`src/rtl/mono_mix_linear_resampler_defines.svh`:
```
// assertion macros shared by the resampler
`ifndef MONO_MIX_LINEAR_RESAMPLER_DEFINES_SVH
`define MONO_MIX_LINEAR_RESAMPLER_DEFINES_SVH

// same-cycle implication, checked outside reset
`define MMLR_ASSERT_IMP(name, ante, cons) \
  name: assert property (@(posedge clk) disable iff (rst) (ante) |-> (cons)) \
    else $error("mmlr same-cycle check failed");

// next-cycle implication, checked outside reset
`define MMLR_ASSERT_NEXT(name, ante, cons) \
  name: assert property (@(posedge clk) disable iff (rst) (ante) |=> (cons)) \
    else $error("mmlr next-cycle check failed");

`endif

```
`src/rtl/mmlr_pkg.sv`:
```
package mmlr_pkg;

  localparam int FRAC_BITS   = 16;
  localparam int CC_W        = 4;
  localparam int RATE_W      = 18;
  localparam int RATE_MIN    = 8000;
  localparam int RATE_MAX    = 192000;
  localparam int MAX_RESULTS = 4;
  localparam int NC_W        = 3;
  localparam int REG_IDX_W   = 1;

  typedef enum logic [REG_IDX_W-1:0] {
    REG_CHANNEL_COUNT = 1'b0,
    REG_SOURCE_RATE   = 1'b1
  } mmlr_reg_t;

  typedef struct packed {
    logic take;
    logic div_mul;
    logic div_fin;
    logic mul1;
    logic mul2;
    logic mul3;
    logic emit_interp;
    logic emit_copy;
    logic emit_pass;
    logic adjust;
    logic finish;
  } mmlr_cmd_t;

  typedef struct packed {
    logic close_frame;
    logic pass_mode;
    logic have_prev;
    logic last_frame;
    logic loop_go;
    logic out_free;
  } mmlr_status_t;

endpackage

```
`src/rtl/mmlr_in_if.sv`:
```
interface mmlr_in_if #(
  parameter int SAMPLE_WIDTH = 16
) ();
  logic                           valid;
  logic                           ready;
  logic signed [SAMPLE_WIDTH-1:0] in_sample;
  logic                           end_of_buffer_in;

  modport source (output valid, output in_sample, output end_of_buffer_in, input ready);
  modport sink (input valid, input in_sample, input end_of_buffer_in, output ready);
endinterface

```
`src/rtl/mmlr_out_if.sv`:
```
interface mmlr_out_if #(
  parameter int SAMPLE_WIDTH = 16
) ();
  logic                           valid;
  logic                           ready;
  logic signed [SAMPLE_WIDTH-1:0] out_sample;
  logic                           last_of_run;
  logic                           end_of_buffer_out;

  modport source (
    output valid, output out_sample, output last_of_run, output end_of_buffer_out,
    input ready
  );
  modport sink (
    input valid, input out_sample, input last_of_run, input end_of_buffer_out,
    output ready
  );
endinterface

```
`src/rtl/mmlr_ctrl.sv`:
```
module mmlr_ctrl
  import mmlr_pkg::*;
(
  input  logic         clk,
  input  logic         rst,
  input  logic         item_valid,
  output logic         item_ready,
  input  mmlr_status_t status,
  output mmlr_cmd_t    cmd
);

  typedef enum logic [13:0] {
    IDLE     = 14'h0001,
    DIV_MUL  = 14'h0002,
    DIV_FIN  = 14'h0004,
    DISPATCH = 14'h0008,
    I_CHECK  = 14'h0010,
    I_MUL1   = 14'h0020,
    I_MUL2   = 14'h0040,
    I_MUL3   = 14'h0080,
    I_EMIT   = 14'h0100,
    ADJUST   = 14'h0200,
    C_CHECK  = 14'h0400,
    C_EMIT   = 14'h0800,
    P_EMIT   = 14'h1000,
    FINISH   = 14'h2000
  } state_t;

  state_t state, state_next;

  assign item_ready = (state == IDLE);

  always_ff @(posedge clk) begin
    if (rst) begin
      state <= IDLE;
    end else begin
      state <= state_next;
    end
  end

  always_comb begin
    state_next = state;
    cmd        = '0;
    unique case (state)
      IDLE: begin
        cmd.take = item_valid;
        if (item_valid && status.close_frame) begin
          state_next = DIV_MUL;
        end
      end
      DIV_MUL: begin
        cmd.div_mul = 1'b1;
        state_next  = DIV_FIN;
      end
      DIV_FIN: begin
        cmd.div_fin = 1'b1;
        state_next  = DISPATCH;
      end
      DISPATCH: begin
        if (status.pass_mode) begin
          state_next = P_EMIT;
        end else if (status.have_prev) begin
          state_next = I_CHECK;
        end else if (status.last_frame) begin
          state_next = C_CHECK;
        end else begin
          state_next = FINISH;
        end
      end
      I_CHECK: begin
        state_next = status.loop_go ? I_MUL1 : ADJUST;
      end
      I_MUL1: begin
        cmd.mul1   = 1'b1;
        state_next = I_MUL2;
      end
      I_MUL2: begin
        cmd.mul2   = 1'b1;
        state_next = I_MUL3;
      end
      I_MUL3: begin
        cmd.mul3   = 1'b1;
        state_next = I_EMIT;
      end
      I_EMIT: begin
        if (status.out_free) begin
          cmd.emit_interp = 1'b1;
          state_next      = I_CHECK;
        end
      end
      ADJUST: begin
        cmd.adjust = 1'b1;
        state_next = status.last_frame ? C_CHECK : FINISH;
      end
      C_CHECK: begin
        state_next = status.loop_go ? C_EMIT : FINISH;
      end
      C_EMIT: begin
        if (status.out_free) begin
          cmd.emit_copy = 1'b1;
          state_next    = C_CHECK;
        end
      end
      P_EMIT: begin
        if (status.out_free) begin
          cmd.emit_pass = 1'b1;
          state_next    = FINISH;
        end
      end
      FINISH: begin
        cmd.finish = 1'b1;
        state_next = IDLE;
      end
      default: begin
        state_next = IDLE;
      end
    endcase
  end

endmodule

```
`src/rtl/mmlr_dp.sv`:
```
module mmlr_dp
  import mmlr_pkg::*;
#(
  parameter int TARGET_RATE  = 16000,
  parameter int MAX_CHANNELS = 8,
  parameter int SAMPLE_WIDTH = 16
) (
  input  logic                           clk,
  input  logic                           rst,
  input  logic                           cfg_we,
  input  logic [REG_IDX_W-1:0]           cfg_index,
  input  logic [RATE_W-1:0]              cfg_data,
  input  logic signed [SAMPLE_WIDTH-1:0] in_sample,
  input  logic                           end_of_buffer_in,
  input  mmlr_cmd_t                      cmd,
  output mmlr_status_t                   status,
  input  logic                           out_ready,
  output logic                           out_valid,
  output logic signed [SAMPLE_WIDTH-1:0] out_sample,
  output logic                           last_of_run,
  output logic                           end_of_buffer_out
);

  localparam int SW      = SAMPLE_WIDTH;
  localparam int CI_W    = (MAX_CHANNELS > 1) ? $clog2(MAX_CHANNELS) : 1;
  localparam int SUM_W   = SW + $clog2(MAX_CHANNELS);
  localparam int NUM_W   = SUM_W + 1;
  localparam int K       = NUM_W + 3;
  localparam int M_W     = K + 1;
  localparam int TW      = $clog2(TARGET_RATE + 1);
  localparam int PH_W    = $clog2(RATE_MAX + TARGET_RATE);
  localparam int NW      = FRAC_BITS + TW;
  localparam longint unsigned MREC = (64'd1 << NW) / TARGET_RATE;
  localparam int M_RW    = FRAC_BITS + 2;
  localparam int P1_W    = NW + M_RW;
  localparam int Q_W     = FRAC_BITS + 1;
  localparam int P2_W    = Q_W + TW;
  localparam int D_W     = SW + 1;
  localparam int P3_W    = D_W + Q_W + 1;
  localparam int RATE_LO = (RATE_MIN > (TARGET_RATE + 1) / 2) ? RATE_MIN
                                                                : (TARGET_RATE + 1) / 2;

  function automatic logic [M_W-1:0] recip(input logic [CC_W-1:0] c);
    logic [M_W-1:0] r;
    case (c)
      4'd2:    r = M_W'(((64'd1 << K) + 64'd1) / 2);
      4'd3:    r = M_W'(((64'd1 << K) + 64'd2) / 3);
      4'd4:    r = M_W'(((64'd1 << K) + 64'd3) / 4);
      4'd5:    r = M_W'(((64'd1 << K) + 64'd4) / 5);
      4'd6:    r = M_W'(((64'd1 << K) + 64'd5) / 6);
      4'd7:    r = M_W'(((64'd1 << K) + 64'd6) / 7);
      4'd8:    r = M_W'(((64'd1 << K) + 64'd7) / 8);
      default: r = M_W'(64'd1 << K);
    endcase
    return r;
  endfunction

  logic [CC_W-1:0]          channel_count;
  logic [RATE_W-1:0]        source_rate;
  logic [CI_W-1:0]          channel_index;
  logic signed [SUM_W-1:0]  mix_sum;
  logic signed [SUM_W-1:0]  frame_sum;
  logic                     last_frame;
  logic signed [SW-1:0]     previous_mono;
  logic signed [SW-1:0]     cur;
  logic                     have_previous;
  logic [PH_W-1:0]          phase;
  logic [PH_W-1:0]          p;
  logic [NC_W-1:0]          n;
  logic [NUM_W+M_W-1:0]     div_prod;
  logic [NW-1:0]            n_reg;
  logic [P1_W-1:0]          prod1;
  logic [Q_W-1:0]           q0;
  logic [P2_W-1:0]          prod2;
  logic signed [P3_W-1:0]   prod3;

  logic [CC_W-1:0]          eff_c;
  logic [RATE_W-1:0]        eff_rate;
  logic signed [SUM_W-1:0]  total;
  logic [SUM_W-1:0]         mag;
  logic [NUM_W-1:0]         num;
  logic [SW-1:0]            qv;
  logic [NW-1:0]            nval;
  logic [NW-1:0]            rem;
  logic [Q_W-1:0]           frac;
  logic signed [D_W-1:0]    diff;
  logic signed [P3_W-1:0]   v;
  logic [PH_W-1:0]          p1;
  logic                     n_more;
  logic                     more_i;
  logic                     more_c;
  logic                     out_free;

  always_comb begin
    if (channel_count == '0) begin
      eff_c = CC_W'(1);
    end else if (channel_count > CC_W'(MAX_CHANNELS)) begin
      eff_c = CC_W'(MAX_CHANNELS);
    end else begin
      eff_c = channel_count;
    end
    if (source_rate < RATE_W'(RATE_LO)) begin
      eff_rate = RATE_W'(RATE_LO);
    end else if (source_rate > RATE_W'(RATE_MAX)) begin
      eff_rate = RATE_W'(RATE_MAX);
    end else begin
      eff_rate = source_rate;
    end
  end

  assign total = mix_sum + SUM_W'(in_sample);
  assign mag   = frame_sum[SUM_W-1] ? SUM_W'(-frame_sum) : SUM_W'(frame_sum);
  assign num   = NUM_W'(mag) + NUM_W'(eff_c >> 1);
  assign qv    = div_prod[K +: SW];

  assign nval  = {p[TW-1:0], {FRAC_BITS{1'b0}}} + NW'(TARGET_RATE / 2);
  assign rem   = n_reg - prod2[NW-1:0];
  assign frac  = (rem >= NW'(TARGET_RATE)) ? q0 + Q_W'(1) : q0;
  assign diff  = D_W'(cur) - D_W'(previous_mono);
  assign v     = (P3_W'(previous_mono) <<< FRAC_BITS) + prod3
               + P3_W'(1 << (FRAC_BITS - 1));

  assign p1     = p + PH_W'(eff_rate);
  assign n_more = (n < NC_W'(MAX_RESULTS - 1));
  assign more_c = n_more && (p1 < PH_W'(TARGET_RATE));
  assign more_i = n_more && ((p1 < PH_W'(TARGET_RATE)) ||
                  (last_frame && ((p1 - PH_W'(TARGET_RATE)) < PH_W'(TARGET_RATE))));

  assign out_free = !out_valid || out_ready;

  always_comb begin
    status.close_frame = (CC_W'(channel_index) + CC_W'(1) >= eff_c) || end_of_buffer_in;
    status.pass_mode   = (eff_rate == RATE_W'(TARGET_RATE));
    status.have_prev   = have_previous;
    status.last_frame  = last_frame;
    status.loop_go     = (p < PH_W'(TARGET_RATE)) && (n < NC_W'(MAX_RESULTS));
    status.out_free    = out_free;
  end

  always_ff @(posedge clk) begin
    if (rst) begin
      channel_count <= CC_W'(1);
      source_rate   <= RATE_W'(16000);
    end else if (cfg_we) begin
      unique case (mmlr_reg_t'(cfg_index))
        REG_CHANNEL_COUNT: channel_count <= cfg_data[CC_W-1:0];
        REG_SOURCE_RATE:   source_rate   <= cfg_data;
      endcase
    end
  end

  // frame accumulation, history and phase
  always_ff @(posedge clk) begin
    if (rst) begin
      channel_index <= '0;
      mix_sum       <= '0;
      previous_mono <= '0;
      have_previous <= 1'b0;
      phase         <= '0;
    end else begin
      if (cmd.take) begin
        if (status.close_frame) begin
          mix_sum       <= '0;
          channel_index <= '0;
        end else begin
          mix_sum       <= total;
          channel_index <= channel_index + CI_W'(1);
        end
      end
      if (cmd.finish) begin
        phase         <= (last_frame || status.pass_mode) ? '0 : p;
        have_previous <= !last_frame;
        previous_mono <= last_frame ? '0 : cur;
      end
    end
  end

  always_ff @(posedge clk) begin
    if (cmd.take && status.close_frame) begin
      frame_sum  <= total;
      last_frame <= end_of_buffer_in;
    end
    if (cmd.div_mul) begin
      div_prod <= num * recip(eff_c);
    end
    if (cmd.div_fin) begin
      cur <= frame_sum[SUM_W-1] ? -$signed(qv) : $signed(qv);
      p   <= phase;
      n   <= '0;
    end
    if (cmd.mul1) begin
      n_reg <= nval;
      prod1 <= nval * M_RW'(MREC);
    end
    if (cmd.mul2) begin
      q0    <= prod1[NW +: Q_W];
      prod2 <= prod1[NW +: Q_W] * TW'(TARGET_RATE);
    end
    if (cmd.mul3) begin
      prod3 <= diff * $signed({1'b0, frac});
    end
    if (cmd.emit_interp || cmd.emit_copy) begin
      p <= p1;
      n <= n + NC_W'(1);
    end
    if (cmd.adjust) begin
      p <= (p >= PH_W'(TARGET_RATE)) ? p - PH_W'(TARGET_RATE) : '0;
    end
  end

  // output register
  always_ff @(posedge clk) begin
    if (rst) begin
      out_valid <= 1'b0;
    end else if (cmd.emit_interp || cmd.emit_copy || cmd.emit_pass) begin
      out_valid <= 1'b1;
    end else if (out_ready) begin
      out_valid <= 1'b0;
    end
  end

  always_ff @(posedge clk) begin
    if (cmd.emit_interp) begin
      out_sample        <= $signed(v[FRAC_BITS +: SW]);
      last_of_run       <= !more_i;
      end_of_buffer_out <= last_frame && !more_i;
    end else if (cmd.emit_copy) begin
      out_sample        <= cur;
      last_of_run       <= !more_c;
      end_of_buffer_out <= !more_c;
    end else if (cmd.emit_pass) begin
      out_sample        <= cur;
      last_of_run       <= 1'b1;
      end_of_buffer_out <= last_frame;
    end
  end

endmodule

```
`src/rtl/mono_mix_linear_resampler.sv`:
```
// Mono mix and linear-interpolation resampler to a fixed target rate.
// audio: one interleaved channel sample per transaction, with an end mark on
//   the last sample of a buffer. resampled: mono samples at TARGET_RATE, with
//   last_of_run on the last one caused by a transaction and end_of_buffer_out
//   on the last one of the buffer. Both are valid/ready channels.
// cfg_we/cfg_index/cfg_data write channel_count (index 0) and source_rate
//   (index 1); the user writes only while the block is idle (unenforced).
// Samples that do not close a frame are summed as they arrive, and ready
//   stays high. A closing sample starts a sequence: DIV_MUL and DIV_FIN
//   average the frame through a reciprocal multiply and DISPATCH picks a
//   path. Each interpolated output takes a check, three registered
//   multiplies and a load of the output register; each copied output a
//   check and a load; a passed one a load alone. A check state leaves
//   each loop, ADJUST wraps the phase after interpolation and FINISH
//   updates the history. Ready stays low until the sequence ends.
// The output register accepts no new result while it holds one that is not
//   taken, so a stalled receiver holds the sequence and lengthens it.
// Reset (rst, synchronous) clears the frame history and phase, empties the
//   output register and sets channel_count to 1 and source_rate to 16000.
`include "mono_mix_linear_resampler_defines.svh"

module mono_mix_linear_resampler
  import mmlr_pkg::*;
#(
  parameter int TARGET_RATE  = 16000,
  parameter int MAX_CHANNELS = 8,
  parameter int SAMPLE_WIDTH = 16
) (
  input  logic                 clk,
  input  logic                 rst,
  mmlr_in_if.sink              audio,
  mmlr_out_if.source           resampled,
  input  logic                 cfg_we,
  input  logic [REG_IDX_W-1:0] cfg_index,
  input  logic [RATE_W-1:0]    cfg_data
);

  mmlr_cmd_t    ctrl_cmd;
  mmlr_status_t dp_status;
  logic         in_close;
  logic         emit_any;

  mmlr_ctrl u_ctrl (
    .clk        (clk),
    .rst        (rst),
    .item_valid (audio.valid),
    .item_ready (audio.ready),
    .status     (dp_status),
    .cmd        (ctrl_cmd)
  );

  mmlr_dp #(
    .TARGET_RATE  (TARGET_RATE),
    .MAX_CHANNELS (MAX_CHANNELS),
    .SAMPLE_WIDTH (SAMPLE_WIDTH)
  ) u_dp (
    .clk               (clk),
    .rst               (rst),
    .cfg_we            (cfg_we),
    .cfg_index         (cfg_index),
    .cfg_data          (cfg_data),
    .in_sample         (audio.in_sample),
    .end_of_buffer_in  (audio.end_of_buffer_in),
    .cmd               (ctrl_cmd),
    .status            (dp_status),
    .out_ready         (resampled.ready),
    .out_valid         (resampled.valid),
    .out_sample        (resampled.out_sample),
    .last_of_run       (resampled.last_of_run),
    .end_of_buffer_out (resampled.end_of_buffer_out)
  );

  assign in_close = audio.valid && audio.ready && dp_status.close_frame;
  assign emit_any = ctrl_cmd.emit_interp || ctrl_cmd.emit_copy || ctrl_cmd.emit_pass;

  `MMLR_ASSERT_NEXT(a_busy_after_close, in_close, !audio.ready)
  `MMLR_ASSERT_IMP(a_emit_has_room, emit_any, dp_status.out_free)
  `MMLR_ASSERT_IMP(a_eob_ends_run, resampled.valid && resampled.end_of_buffer_out, resampled.last_of_run)

endmodule
```
`src/flat_wrapper.sv`:
```
// flat-port wrapper written by rule: the top's interface ports become plain ports
module mono_mix_linear_resampler_flat import mmlr_pkg::*;
#(
  parameter int TARGET_RATE  = 16000,
  parameter int MAX_CHANNELS = 8,
  parameter int SAMPLE_WIDTH = 16
)
  (clk, rst, cfg_we, cfg_index, cfg_data, audio_valid, audio_in_sample, audio_end_of_buffer_in, audio_ready, resampled_valid, resampled_out_sample, resampled_last_of_run, resampled_end_of_buffer_out, resampled_ready);
  mmlr_in_if #(.SAMPLE_WIDTH(SAMPLE_WIDTH)) audio_i ();
  mmlr_out_if #(.SAMPLE_WIDTH(SAMPLE_WIDTH)) resampled_i ();
  input  logic clk;
  input  logic rst;
  input  logic cfg_we;
  input  logic [REG_IDX_W-1:0] cfg_index;
  input  logic [RATE_W-1:0] cfg_data;
  input wire logic [$bits(audio_i.valid)-1:0] audio_valid;
  input wire logic [$bits(audio_i.in_sample)-1:0] audio_in_sample;
  input wire logic [$bits(audio_i.end_of_buffer_in)-1:0] audio_end_of_buffer_in;
  output wire logic [$bits(audio_i.ready)-1:0] audio_ready;
  output wire logic [$bits(resampled_i.valid)-1:0] resampled_valid;
  output wire logic [$bits(resampled_i.out_sample)-1:0] resampled_out_sample;
  output wire logic [$bits(resampled_i.last_of_run)-1:0] resampled_last_of_run;
  output wire logic [$bits(resampled_i.end_of_buffer_out)-1:0] resampled_end_of_buffer_out;
  input wire logic [$bits(resampled_i.ready)-1:0] resampled_ready;
  assign audio_i.valid = audio_valid;
  assign audio_i.in_sample = audio_in_sample;
  assign audio_i.end_of_buffer_in = audio_end_of_buffer_in;
  assign audio_ready = audio_i.ready;
  assign resampled_valid = resampled_i.valid;
  assign resampled_out_sample = resampled_i.out_sample;
  assign resampled_last_of_run = resampled_i.last_of_run;
  assign resampled_end_of_buffer_out = resampled_i.end_of_buffer_out;
  assign resampled_i.ready = resampled_ready;
  mono_mix_linear_resampler #(.TARGET_RATE(TARGET_RATE), .MAX_CHANNELS(MAX_CHANNELS), .SAMPLE_WIDTH(SAMPLE_WIDTH)) u_core (.clk(clk), .rst(rst), .audio(audio_i), .resampled(resampled_i), .cfg_we(cfg_we), .cfg_index(cfg_index), .cfg_data(cfg_data));
endmodule
```
`config.mk`:
```
export PLATFORM = sky130hd
export DESIGN_NAME = mono_mix_linear_resampler_flat
export DESIGN_NICKNAME = d
export VERILOG_FILES = /design/src/rtl/mmlr_pkg.sv /design/src/rtl/mmlr_in_if.sv /design/src/rtl/mmlr_out_if.sv /design/src/rtl/mmlr_ctrl.sv /design/src/rtl/mmlr_dp.sv /design/src/rtl/mono_mix_linear_resampler.sv /design/src/flat_wrapper.sv
export VERILOG_INCLUDE_DIRS = /design/src /design/src/rtl
export SDC_FILE = /design/constraint.sdc
export NUM_CORES = 2
export LEC_CHECK = 0
export BUFFER_PORTS_ARGS = -buffer_cell sky130_fd_sc_hd__buf_2
export CORE_UTILIZATION = 62
export CTS_CLUSTER_SIZE = 40
export DETAILED_ROUTE_END_ITERATION = 8
export PLACE_DENSITY = 0.79
export SYNTH_ARGS = -nofsm -noshare
export SYNTH_HDL_FRONTEND = slang
export SYNTH_SLANG_ARGS = --single-unit
```
`constraint.sdc`:
```
create_clock -name clk -period 11.5 [get_ports clk]
set_input_delay 0.575 -clock clk [delete_from_list [all_inputs] [get_ports clk]]
set_output_delay 0.575 -clock clk [all_outputs]
set_load 0.01 [all_outputs]
```
=== After elaboration in Yosys (flattened, before gate mapping) ===
Cells that the tools add are included.
Widths: inputs -> output; s select.

* Bitwise gates (word level): 1
* Order comparisons: 11
* $mul: 4
* Add/subtract/negate cells: 16
* Equality and inequality tests: 26
* Reductions and logical operators: 25
* Mux-type cells: 52

{| class="wikitable"
|+ Operators by type and width
! kind !! number
|-
| $pmux 14 s13 || 1
|-
| $pmux 24 s7 || 1
|-
| $mux 18 || 7
|-
| $mux 14 || 8
|-
| $mux 16 || 5
|-
| $lt 18x14->1 const B || 3
|-
| $mul 30x15->45 const B || 1
|-
| $mul 20x24->39 || 1
|-
| $mux 19 || 2
|-
| $sub 18x14->18 const B || 2
|-
| $add 32x17->32 const B || 1
|-
| $add 32x32->32 || 1
|-
| $mul 17x18->32 || 1
|-
| $add 30x13->30 const B || 1
|-
| $ge 30x14->1 const B || 1
|-
| $sub 30x30->30 || 1
|-
| $mux 24 || 1
|-
| $mul 17x7->23 const B || 1
|-
| $add 19x3->20 || 1
|-
| $mux 1 || 20
|-
| $add 19x16->19 || 1
|-
| $neg 19->19 || 1
|-
| $add 18x18->18 || 1
|-
| $eq 18x14->1 const B || 1
|-
| 44 further kinds || 71
|}

* Bits in registers: 355
* Output and inout port bits: 20
* Bits of input ports: 41

=== Longest topological paths before layout ===
* Depth after elaboration: 12
* Mapped depth: 43

=== Modules after synthesis ===
Synthesis repeated with hierarchy kept, for this count alone.

* Cells, all modules: 4,548
* Area total of the unflattened synthesis: 42,771.0 µm²

{| class="wikitable"
|+ By module, submodules not included
! module !! cells an instance !! area each (µm²) !! times used !! sequential area each (µm²)
|-
| mmlr_dp || 4,426 || 41,752.5 || 1 || 6,916.6
|-
| mmlr_ctrl || 122 || 1,018.5 || 1 || 280.3
|}

=== Worst setup path after synthesis ===
No wires, ideal clock.

* Path kind: reg2reg
* Start point: register u_core.u_dp.frame_sum[18]
* End point: register u_core.u_dp.div_prod[38] (data pin)
* Stages on the path, launching flop included: 40
* Arrival time: 10,232 ps
* Slack: 1,008 ps
* Cells stage by stage: edfxtp_1 clkbuf_1 clkbuf_1 clkbuf_1 clkbuf_1 nand2_1 o21ai_0 fa_1 a21oi_1 nor4_1 or3b_1 nor2_2 inv_2 a21oi_1 xor2_1 nand2_1 fa_1 fa_1 [4 not listed] fa_1 inv_1 fa_1 fa_1 ha_1 a21o_1 a21o_1 a21o_1 a211oi_1 o211ai_1 o2111ai_1 a311oi_1 o21a_1 o41ai_1 nand4b_1 a31oi_1 a21oi_1 xnor2_1

* Cells in the longest elaborated chain, start to end: 4

{| class="wikitable"
|+ Ends and longest elaborated chain
! element !! line !! text
|-
| start, declared || mmlr_dp.sv:62 || <nowiki>logic signed [SUM_W-1:0] frame_sum;</nowiki>
|-
| start signal, assigned || mmlr_dp.sv:180 || <nowiki>frame_sum <= total;</nowiki>
|-
| $neg 19->19 || mmlr_dp.sv:112 || <nowiki>assign mag = frame_sum[SUM_W-1] ? SUM_W'(-frame_sum) : SUM_W'(frame_sum);</nowiki>
|-
| $mux 19 * || mmlr_dp.sv:112 ||
|-
| $add 19x3->20 * || mmlr_dp.sv:113 || <nowiki>assign num = NUM_W'(mag) + NUM_W'(eff_c >> 1);</nowiki>
|-
| $mul 20x24->39 * || mmlr_dp.sv:184 || <nowiki>div_prod <= num * recip(eff_c);</nowiki>
|-
| end signal, assigned || mmlr_dp.sv:184 ||
|-
| end, declared || mmlr_dp.sv:70 || <nowiki>logic [NUM_W+M_W-1:0] div_prod;</nowiki>
|}

Every way passes the cells marked *; elsewhere a longest branch is shown, timed or not.
A chain may end at the register's enable or synchronous reset.

=== Final worst setup path ===
* Start point: register u_core.u_dp.channel_count[1]
* End point: register u_core.u_dp.div_prod[38] (data pin)

* Cells in the longest elaborated chain, start to end: 7
* Elaborated cells between the ends (all ways): 15

{| class="wikitable"
|+ Ends and longest elaborated chain
! element !! line !! text
|-
| start, declared || mmlr_dp.sv:58 || <nowiki>logic [CC_W-1:0] channel_count;</nowiki>
|-
| start signal, assigned || mmlr_dp.sv:146 || <nowiki>REG_CHANNEL_COUNT: channel_count <= cfg_data[CC_W-1:0];</nowiki>
|-
| $gt 4x4->1 || mmlr_dp.sv:97 || <nowiki>end else if (channel_count > CC_W'(MAX_CHANNELS)) begin</nowiki>
|-
| $mux 4 || mmlr_dp.sv:97 ||
|-
| $mux 4 * || mmlr_dp.sv:95 || <nowiki>if (channel_count == '0) begin</nowiki>
|-
| parallel branches: the longest is 3 deep, another holds $add 19x3->20 || n/a ||
|-
| $mul 20x24->39 * || mmlr_dp.sv:184 ||
|}

Every way passes the cells marked *. The select of a mux whose other input is x is not followed.

==> results.md <==
- Status: complete, no violations
- CTS tree: yes
- Fin Setup TNS: 0 ps
- Crit-path most repeated cell: fa_1
- Register area share after synthesis: 17.0%
- Hold-fix buffers, CTS: 0
- Synth top area share: 31.9%
- Reg2reg start: u_core.u_dp.channel_count[1]$_SDFFE_PP0P_
- Count leader, synth: inv_1
- Final WL: 107 mm
- Worst-Margin Slew: 1200 ps
- First-pass DRT Iterations: 6
- Multi-input logic area: 31,400 um^2
- Hold Crit Class: primary input to flip-flop
- N_diodes: 0
- NetSw: 0.00186 W
- Fmax: 0.0918 GHz
- Max IR drop VDD: 0.000129 V
- # Max-Cap Violations: 0
- Reg clk slew, reported paths: 60 ps
- Combinational share of power: 50.8%
- Largest family of logic cells by synthesized area: adder cells
- Crit. End Element: flip-flop
- Initial Utilization: 62.9%
- Vias in the first global route: 32.4k
- Mux cell area share after synthesis: 0.459%
- Synth Instances: 4,472
- Kind of critical path: flip-flop to flip-flop
- Final Wtd Congestion: 1.05
- Buffers on Ports: 60
- Initial DRC count: 2,390
- H-Tree Depth: 2
- Arr. time, crit path: 11,180 ps
- Share of the clock period used by the worst path: 94.8%
- Largest net degree at the start of global routing: 96
- Post-detailed-route count of antenna-violating nets: 0
- Register bit total from synthesis: 271
- Synth Area in Adders: 46.3%
- Placed inst area: 43,800 um^2
- Synth cell types: 101
- EDFF count, synth: 177
- CTS root buf: clkbuf_16
- FFs w/ async S/R, synth: 0%
- Commonest cells post-synth: inv_1, fa_1, ha_1
- LEAKAGE: 22.1 nW
- # rows: 95
- CP max stage delay: 660 ps
- Layout cells sized above 1: 5.32%
- Synth area leaders: fa_1, ha_1, edfxtp_1
- Vias: 31.2k
- Final instance area: 45,000 um^2
- DIE HEIGHT: 263 um
- Hpwl dp: 88.6 mm
- Final hold violations: 0
- Fin. max-slew vios: 0
- Worst Reg-to-Reg Cells: 36
- Post-Synth XOR/XNOR Area: 4.80%
- Rel. slew slack: 19.5%
- PostCTS Resize Cnt: 0
- Max FO, Critical Path: 18
- CP endpoint: u_core.u_dp.div_prod[38]$_DFFE_PP_
- Reg power frac: 25.0%
- Crit path max-delay cell type: dfxtp_1
- Crit. Startpoint: u_core.u_dp.channel_count[1]$_SDFFE_PP0P_
- Largest area contributor in the netlist: fa_1
- Power Dens Cells: 103 nW/um^2
- Max reg flops: 21
- Layout area overhead: 6.42%
- Max Buffers Root-to-Sink: 3
- Clk sinks: 271
- Internal: 0.00278 W
- Min cycle time layout: 10,900 ps
- Final worst clock skew: 13.3 ps
- Nets: 5,741
- Ys flop type: edfxtp_1
- Setup repair bufs after CTS: 0
- Mapped cell area: 42,300 um^2
- Clock share of power: 24.2%
- Mean Syn Cell Area: 9.46 um^2
- Clk Latency, worst-skew pair: 560 ps
- Final setup viols: 0
- Largest regs: u_core.u_dp.prod2 (21), u_core.u_dp.frame_sum (19), u_core.u_dp.mix_sum (19)
- CTS buffer count: 34
- Critical Path RT: 11,780 ps
- Overall Global Routing Usage: 31.8%
- # DRC: 0
- RSZ-0062 raised after global routing: false
- Filler cell count: 5,360
- Initial antenna violation count: 0
- Compound-Gate Fraction of Synth Area: 8.30%
- Sw Ratio: 40.1%
- Reg with most FFs: u_core.u_dp.prod2
- Wire length per cell: 19.6 um
- Gr ovfl total: 0
- Via-to-Cell Ratio: 5.74
- Seq. cell area: 7200 um^2
- Die area: 69,200 um^2
- Die W: 263 um
- Worst setup SP type: flip-flop
- Simple-gate share of the synthesized area: 14.1%
- I/O pins: 61
- Reg2Reg Setup Slack: 600 ps
- Synth warnings: 0
- Core Region: 67,300 um^2
- FF-to-FF End: u_core.u_dp.div_prod[38]$_DFFE_PP_
- First-pass GRT wire length: 172 mm
## area by class of cell
cell class,instances,share of cell area [%]
Clock inverter,26,0.681
Sequential cell,271,16.0
Multi-Input combinational cell,3204,69.8
Clock buffer,36,1.91
Tap cell,873,2.43
Inverter,915,7.63
Timing Repair Buffer,113,1.56
## logic make-up (layout without fill, tap and decap cells)
| group | after synthesis | count (layout) |
|---|---|---|
| simple gates | 1259 | 1259 |
| fa+ha+maj | 1161 | 1161 |
| buf+inv | 1010 | 1090 |
| compound gates | 520 | 520 |
| flops | 271 | 271 |
| xor+xnor | 231 | 231 |
| mux | 18 | 18 |
| other cells | 2 | 15 |
## worst max-delay path, delay by kind of cell (launching register included)
family	cells	cell delay, ps
adder cells (fa/ha/maj)	10	4390
AO/OA/AOI/OAI	13	2950
AND/OR/NAND/NOR	6	1650
flip-flops	1	660
XOR/XNOR	2	490
buffers and inverters	5	440
## cell usage in the layout (no fill, tap or decap), types with 80 or more instances in the layout
cell and n:
ha_1 488, inv_1 913, xnor2_1 147, o21ai_0 80, xor2_1 80, fa_1 673
edfxtp_1 177, nand2_1 400, a21oi_1 158, nor2_1 404, dfxtp_1 94
## metal layers
layer	part of all wire [%]	vias up	track usage (%)
met2	47	1179	53.5
met4	4.3	2	12.6
met5	0.025	-	0
met3	7.8	256	5.44
met1	41	15300	40.9
li1	-	14400	-
## power by group through the flow
stage	logic (W)	clock network, W	registers [W]
finish	0.00236	0.00112	0.00116
global placement	0.00225	0	0.00118
CTS	0.00235	0.00114	0.00116
detailed placement	0.00232	0	0.00118
floorplan	0.00171	0	0.00117
global route	0.00266	0.00117	0.00116
## metrics by stage
step                hold WS, ps  cells  utilization [%]  power (W)  setup slack, ps
global route                248   5438             66.9    0.00499             16.1
detailed placement          449   5376             65.1    0.00350              513
global placement            441   5376             65.1    0.00342              916
finish                      228   5438             66.9    0.00464              603
CTS                         210   5438             66.9    0.00465              534
floorplan                   436   4485                -    0.00288             1010
## worst min path at each step
| stage | end | from | cells after the start | slack (ps) |
|---|---|---|---|---|
| 2_1_floorplan | u_core.u_dp.mix_sum[0]$_SDFFE_PP0P_ | u_core.u_dp.mix_sum[0]$_SDFFE_PP0P_ | 2 | 440 |
| 3_3_place_gp | u_core.u_dp.mix_sum[3]$_SDFFE_PP0P_ | u_core.u_dp.mix_sum[3]$_SDFFE_PP0P_ | 2 | 440 |
| 3_5_place_dp | u_core.u_dp.mix_sum[3]$_SDFFE_PP0P_ | u_core.u_dp.mix_sum[3]$_SDFFE_PP0P_ | 2 | 450 |
| 4_1_cts | u_core.u_dp.source_rate[13]$_SDFFE_PP1P_ | cfg_data[13] | 3 | 210 |
| 5_1_grt | u_core.u_dp.source_rate[9]$_SDFFE_PP1P_ | cfg_data[9] | 3 | 250 |
| 6_report | u_core.u_dp.source_rate[13]$_SDFFE_PP1P_ | cfg_data[13] | 3 | 230 |
Power figures use the tool's default switching activity.
